`config.mk`:
```
export PLATFORM = sky130hd
export DESIGN_NAME = moving_average_with_warmup
export DESIGN_NICKNAME = d
export VERILOG_FILES = /design/src/rtl/mawu_pkg.sv /design/src/rtl/mawu_cell.sv /design/src/rtl/mawu_div.sv /design/src/rtl/moving_average_with_warmup.sv
export SDC_FILE = /design/constraint.sdc
export NUM_CORES = 1
export LEC_CHECK = 0
export BUFFER_PORTS_ARGS = -buffer_cell sky130_fd_sc_hd__buf_2
export CAP_MARGIN = 20
export CORE_MARGIN = 2
export CORE_UTILIZATION = 44
export CTS_CLUSTER_DIAMETER = 150
export DETAILED_ROUTE_END_ITERATION = 10
export PLACE_DENSITY = 0.65
export SYNTH_ARGS = -nofsm -noshare
export SYNTH_HDL_FRONTEND = slang
export SYNTH_SLANG_ARGS = --single-unit
```
`constraint.sdc`:
```
create_clock -name clock -period 2.4 [get_ports clock]
set_clock_uncertainty 0.1 [all_clocks]
set_input_delay 0.48 -clock clock [delete_from_list [all_inputs] [get_ports clock]]
set_output_delay 0.48 -clock clock [all_outputs]
set_load 0.03 [all_outputs]
```
`src/rtl/mawu_pkg.sv`:
```
`timescale 1ns / 1ps
package mawu_pkg;
   localparam int DEPTH    = 16;
   localparam int SAMPLE_W = 16;
   localparam int WIN_W    = 5;
   localparam int OUT_CW   = 5;
   localparam int CNT_W    = $clog2(DEPTH + 1);
   localparam int IDX_W    = $clog2(DEPTH);
   localparam int SUM_W    = SAMPLE_W + $clog2(DEPTH);
   localparam int STEP_W   = $clog2(SUM_W + 1);
   localparam int REQ_W    = 16;
   localparam int RSP_W    = 24;

   typedef logic signed [SAMPLE_W-1:0] sample_type;

   typedef struct packed {
      logic       done;
      sample_type quotient;
   } div_stat_type;
endpackage

```
`src/rtl/mawu_cell.sv`:
```
`timescale 1ns / 1ps
module mawu_cell
   import mawu_pkg::*;
(
   input  logic       clock,
   input  logic       reset,
   input  logic       shift_en,
   input  sample_type d,
   output sample_type q
);
   sample_type data_ff;
   sample_type data_in;

   assign data_in = shift_en ? d : data_ff;
   assign q       = data_ff;

   always_ff @(posedge clock) begin
      if (reset) begin
         data_ff <= '0;
      end else begin
         data_ff <= data_in;
      end
   end
endmodule

```
`src/rtl/mawu_div.sv`:
```
`timescale 1ns / 1ps
module mawu_div
   import mawu_pkg::*;
(
   input  logic               clock,
   input  logic               reset,
   input  logic               start,
   input  logic [SUM_W-1:0]   dividend,
   input  logic               negative,
   input  logic [CNT_W-1:0]   divisor,
   output div_stat_type       stat
);
   logic [SUM_W-1:0]  dvd_ff, dvd_in;
   logic [CNT_W:0]    rem_ff, rem_in;
   logic [CNT_W-1:0]  div_ff;
   logic              neg_ff;
   logic              busy_ff, busy_in;
   logic              done_ff, done_in;
   logic [STEP_W-1:0] step_ff, step_in;
   logic [CNT_W:0]    rem_sh;
   logic              ge;
   sample_type        q_mag;

   assign rem_sh = {rem_ff[CNT_W-1:0], dvd_ff[SUM_W-1]};
   assign ge     = rem_sh >= {1'b0, div_ff};
   assign q_mag  = dvd_ff[SAMPLE_W-1:0];

   always_comb begin
      busy_in = busy_ff;
      done_in = 1'b0;
      step_in = step_ff;
      dvd_in  = dvd_ff;
      rem_in  = rem_ff;
      if (start) begin
         busy_in = 1'b1;
         step_in = '0;
         dvd_in  = dividend;
         rem_in  = '0;
      end else if (busy_ff) begin
         dvd_in  = {dvd_ff[SUM_W-2:0], ge};
         rem_in  = ge ? rem_sh - {1'b0, div_ff} : rem_sh;
         step_in = step_ff + 1'b1;
         if (step_ff == STEP_W'(SUM_W - 1)) begin
            busy_in = 1'b0;
            done_in = 1'b1;
         end
      end
   end

   always_ff @(posedge clock) begin
      dvd_ff  <= dvd_in;
      rem_ff  <= rem_in;
      step_ff <= step_in;
      if (start) begin
         div_ff <= divisor;
         neg_ff <= negative;
      end
      if (reset) begin
         busy_ff <= 1'b0;
         done_ff <= 1'b0;
      end else begin
         busy_ff <= busy_in;
         done_ff <= done_in;
      end
   end

   assign stat.done     = done_ff;
   assign stat.quotient = neg_ff ? -q_mag : q_mag;
endmodule

```
`src/rtl/moving_average_with_warmup.sv`:
```
`timescale 1ns / 1ps
// Moving average of signed 16-bit samples over the newest samples_in_window samples,
// truncated toward zero; during warm-up the divisor grows by one per sample up to the
// window (csr window_length, clamped to DEPTH, zero taken as one). For each sample the
// delay-line cells rotate once past an accumulator, then a one-bit-per-cycle divider
// produces the mean. Results are held in an output register, so the next sample can be
// taken while a result waits.
module moving_average_with_warmup
   import mawu_pkg::*;
(
   input  logic              clock,
   input  logic              reset,
   input  logic              req_tvalid,
   output logic              req_tready,
   input  logic [REQ_W-1:0]  req_tdata,   // [15:0] sample
   output logic              rsp_tvalid,
   input  logic              rsp_tready,
   output logic [RSP_W-1:0]  rsp_tdata,   // [15:0] mean, [20:16] samples_in_window
   input  logic              csr_we,
   input  logic [WIN_W-1:0]  csr_wdata
);
   typedef enum logic [2:0] {S_IDLE, S_SUM, S_START, S_DIV, S_OUT} state_type;

   state_type          state_ff;
   logic [WIN_W-1:0]   win_ff;
   logic [CNT_W-1:0]   fill_ff;
   logic [CNT_W:0]     fill_inc;
   logic [CNT_W-1:0]   eff_win, fill_in;
   logic [IDX_W-1:0]   count_ff;
   logic signed [SUM_W-1:0] acc_ff;
   logic [SUM_W-1:0]   acc_mag;
   logic               rsp_tvalid_ff;
   logic [RSP_W-1:0]   rsp_tdata_ff;
   logic               accept, rotate, shift_en, in_window;
   sample_type         cell_q [DEPTH];
   sample_type         cell_d [DEPTH];
   div_stat_type       div_stat;

   assign req_tready = (state_ff == S_IDLE);
   assign accept     = req_tvalid && req_tready;
   assign rotate     = (state_ff == S_SUM);
   assign shift_en   = accept || rotate;

   always_comb begin
      if (32'(win_ff) >= 32'(DEPTH)) begin
         eff_win = CNT_W'(DEPTH);
      end else if (win_ff == '0) begin
         eff_win = CNT_W'(1);
      end else begin
         eff_win = CNT_W'(win_ff);
      end
      fill_inc = {1'b0, fill_ff} + 1'b1;
      fill_in  = (fill_inc >= {1'b0, eff_win}) ? eff_win : fill_inc[CNT_W-1:0];
   end

   genvar i;
   generate
      for (i = 0; i < DEPTH; i++) begin : g_cell
         if (i == 0) begin : g_head
            assign cell_d[i] = accept ? sample_type'(req_tdata[SAMPLE_W-1:0])
                                      : cell_q[DEPTH-1];
         end else begin : g_body
            assign cell_d[i] = cell_q[i-1];
         end
         mawu_cell u_cell (
            .clock    (clock),
            .reset    (reset),
            .shift_en (shift_en),
            .d        (cell_d[i]),
            .q        (cell_q[i])
         );
      end
   endgenerate

   // tail cell holds slot DEPTH-1-count; it is averaged when that slot is below fill
   assign in_window = (32'(count_ff) + 32'(fill_ff)) >= 32'(DEPTH);
   assign acc_mag   = acc_ff[SUM_W-1] ? SUM_W'(-acc_ff) : SUM_W'(acc_ff);

   mawu_div u_div (
      .clock    (clock),
      .reset    (reset),
      .start    (state_ff == S_START),
      .dividend (acc_mag),
      .negative (acc_ff[SUM_W-1]),
      .divisor  (fill_ff),
      .stat     (div_stat)
   );

   always_ff @(posedge clock) begin
      if (reset) begin
         state_ff      <= S_IDLE;
         win_ff        <= WIN_W'(1);
         fill_ff       <= '0;
         count_ff      <= '0;
         acc_ff        <= '0;
         rsp_tvalid_ff <= 1'b0;
         rsp_tdata_ff  <= '0;
      end else begin
         if (csr_we) begin
            win_ff <= csr_wdata;
         end
         if (rsp_tvalid_ff && rsp_tready && (state_ff != S_OUT)) begin
            rsp_tvalid_ff <= 1'b0;
         end
         case (state_ff)
            S_IDLE: begin
               if (accept) begin
                  fill_ff  <= fill_in;
                  count_ff <= '0;
                  acc_ff   <= '0;
                  state_ff <= S_SUM;
               end
            end
            S_SUM: begin
               if (in_window) begin
                  acc_ff <= acc_ff + SUM_W'(cell_q[DEPTH-1]);
               end
               count_ff <= count_ff + 1'b1;
               if (count_ff == IDX_W'(DEPTH - 1)) begin
                  state_ff <= S_START;
               end
            end
            S_START: begin
               state_ff <= S_DIV;
            end
            S_DIV: begin
               if (div_stat.done) begin
                  state_ff <= S_OUT;
               end
            end
            S_OUT: begin
               if (!rsp_tvalid_ff || rsp_tready) begin
                  rsp_tvalid_ff <= 1'b1;
                  rsp_tdata_ff  <= {3'b000, OUT_CW'(fill_ff), div_stat.quotient};
                  state_ff      <= S_IDLE;
               end
            end
            default: begin
               state_ff <= S_IDLE;
            end
         endcase
      end
   end

   assign rsp_tvalid = rsp_tvalid_ff;
   assign rsp_tdata  = rsp_tdata_ff;
endmodule
```
==> summary.md <==
| Metric | Value |
|---|---|
| Result of the run | `finished with violations` |
| Failing checks | `negative setup slack` |
| Cell area after synthesis | `14400 µm²` |
| IO Pins | `52` |
| Clock insertion delay at the later pin of the skew report | `520 ps` |
| Non-Filler Instances | `2299` |
| Worst Setup Slack post-DPL | `-166 ps` |
| Syn Inst Count | `1767` |
| P_leak | `6.27 nW` |
| Routed vias | `11800` |
| CP Data Arrival Time | `2810 ps` |
| Placed cells | `2218` |
| Power density over the cells | `753 nW/µm²` |
| Setup_tns | `-286 ps` |
| Starting density of the core | `44.5%` |
| Final setup vio count | `5` |
| DRC viols | `0` |
| Crit start category | `register` |
| #FFs+latches synth | `353` |
| Worst Path Buf+Inv | `0` |
| Sequential area share after synthesis | `50.7%` |
| # port buffers | `48` |
| DR vias/cell | `5.15` |
| Post-synth EDFFs | `26` |
| Hold Vio Cnt, Final | `0` |
| YS warnings | `0` |
| Maximum buffer depth of the clock tree | `3` |
| Remaining Overflow, GRT | `0` |
| Slowest Stage Delay on Critical Path | `360 ps` |
| Placer Congestion | `0.843` |
| Fin crit period | `2520 ps` |
| FFs w/ async S/R, synth | `0%` |
| Crit-path max FO | `5` |
| Cell Chain, Critical Path | `nor3_2, nor2_1, nor2_1, ha_1, nand2b_4, a21o_1, a21o_1, a21o_1, a211o_4, mux2i_1, a22oi_1, nor2_1` |
| DR iter-0 viols | `837` |
| Final ANT Viol Nets | `0` |
| Vias in the first global route | `10600` |
| Slowest cell on crit path | `a211o_4` |
| Synth Area per Inst | `8.17 µm²` |
| Routed WL | `30900 µm` |
| Die ar. | `34300 µm²` |
| Max-cap violations | `0` |
| Rows | `66` |
| ANT cells | `0` |
| Worst Hold Slack | `66.6 ps` |
| P&R area growth vs syn | `18.9%` |
| Critical Path Sink Type | `register` |
| CP required | `2690 ps` |
| Clock tree from TritonCTS | `done` |
| Critical path class | `register to register` |
| DP HPWL | `19200 µm` |
| Rel. slew slack | `55.3%` |
| RSZ-0062 raised after global routing | `true` |
| Worst Tran Pin Value | `670 ps` |
| Die height | `185 µm` |
| Wire length per cell | `13.4 µm` |
| Gr usage total | `17.5%` |
| Final period utilization | `105%` |
| Setup slack after layout | `-120 ps` |
| Max Freq | `397 MHz` |
| Max-slew violations | `0` |
| Largest net degree at the start of global routing | `149` |
| Clock sinks | `353` |
| Initial antenna violation count | `0` |
| Nets | `1893` |
| Fraction of layout cells with a size suffix above 1 | `15.0%` |
| Netlist cell types | `61` |
| Critical path's top delay family | `compound AO/OA/AOI/OAI gates` |
| First-pass DRT Iterations | `7` |
| Final core occ | `52.9%` |
| Chip Width | `185 µm` |
| H-Tree Level Count | `2` |
| First-pass GRT wire length | `50200 µm` |
| VDD IR max | `0.000381 V` |
| Root buf cell | `clkbuf_16` |
| Commonest non-fill, non-tap cells in the layout | `nand2_1, dfxtp_1, a21oi_1` |
| Num CTS Buffers | `38` |
| Most common cell after layout, fill and taps aside | `nand2_1` |
| Ys flop type | `dfxtp_1` |
| Core area | `32500 µm²` |
| Min-delay worst type | `input port to register` |
| Worst-path clk slew | `60 ps` |
==> flip-flops by register name, indices dropped and copies added (netlist names) <==
signal           flops
g_cell.u_cell.q    256
rsp_tdata           21
acc_ff              20
u_div.dvd_ff        20
fill_ff              5
u_div.div_ff         5
u_div.rem_ff         5
u_div.step_ff        5
win_ff               5
count_ff             4
state_ff             3
rsp_tvalid           1
u_div.busy_ff        1
u_div.done_ff        1
u_div.neg_ff         1
==> Yosys cell counts, types with 18 or more instances <==
| master | n | area (µm²) |
|---|---|---|
| edfxtp_1 | 26 | 781 |
| a311oi_1 | 18 | 158 |
| ha_1 | 37 | 463 |
| o21ai_0 | 37 | 185 |
| inv_1 | 20 | 75.1 |
| nand2_1 | 581 | 2180 |
| xor2_1 | 37 | 324 |
| a21oi_1 | 283 | 1420 |
| a211oi_1 | 20 | 150 |
| nor2_1 | 83 | 312 |
| dfxtp_1 | 327 | 6550 |
| clkbuf_1 | 110 | 413 |
==> power breakdown <==
part           internal, mW  leakage, nW  switching (mW)
registers              6.02         2.88          0.0858
clock network          3.47        0.617            2.35
logic                 0.389         2.77           0.616
total                  9.88         6.27            3.05
==> final cells by class <==
| type | count | area (µm²) |
|---|---|---|
| Clock buffer | 49 | 1060 |
| Clock inverter | 20 | 193 |
| Fill cell | 3035 | 15300 |
| Inverter | 20 | 75.1 |
| Multi-Input combinational cell | 1278 | 6910 |
| Sequential cell | 353 | 7350 |
| Tap cell | 442 | 553 |
| Timing Repair Buffer | 137 | 1030 |
==> layer usage <==
metal | vias up | share of wire (%) | track usage (%)
li1 | 6063 | - | -
met1 | 5544 | 48 | 24.0
met2 | 180 | 47 | 28.5
met3 | 50 | 3.6 | 2.67
met4 | 0 | 1.8 | 4.73
met5 | - | 0 | 0
==> worst register-to-register path, delay by kind of cell (launching register included) <==
family / cells / cell delay, ps
simple gates: 5 / 560
mux: 1 / 120
flops: 1 / 320
compound gates: 5 / 1050
fa+ha+maj: 1 / 250
==> what timing repair did <==
action                     in CTS  in global routing
pin swaps                      12                 32
buffers inserted                4                  8
hold buffers                    0                  0
setup endpoints to repair      18                 29
cloned                          1                  0
gates resized for setup        15                 53
==> stage by stage <==
step           area (µm²)  total power, mW
2_1_floorplan       14500             6.89
3_3_place_gp        15500             7.11
5_1_grt             17200             13.4
6_report            17200             12.9
3_5_place_dp        15500             7.14
4_1_cts             16900             13.0
==> path summary, 6_finish.rpt <==
check	startpoint	end	slack, ps	depth (start not counted)
worst max-delay path	win_ff[1]	fill_ff[2]	-120	12
worst min-delay path	csr_wdata[0]	win_ff[0]	70	2
worst max register to register	win_ff[1]	fill_ff[2]	-120	12
worst min register to register	g_cell[12].u_cell.q[2]	g_cell[13].u_cell.q[2]	340	2
==> logic make-up after synthesis <==
logic type	after synthesis	share of synthesized area (%)
xor+xnor	50	3.03
flops	353	50.7
mux	13	0.901
other cells	1	0.0260
fa+ha+maj	39	3.48
simple gates	737	20.5
compound gates	435	17.6
buf+inv	139	3.72
(Power assumes the default switching activity.)
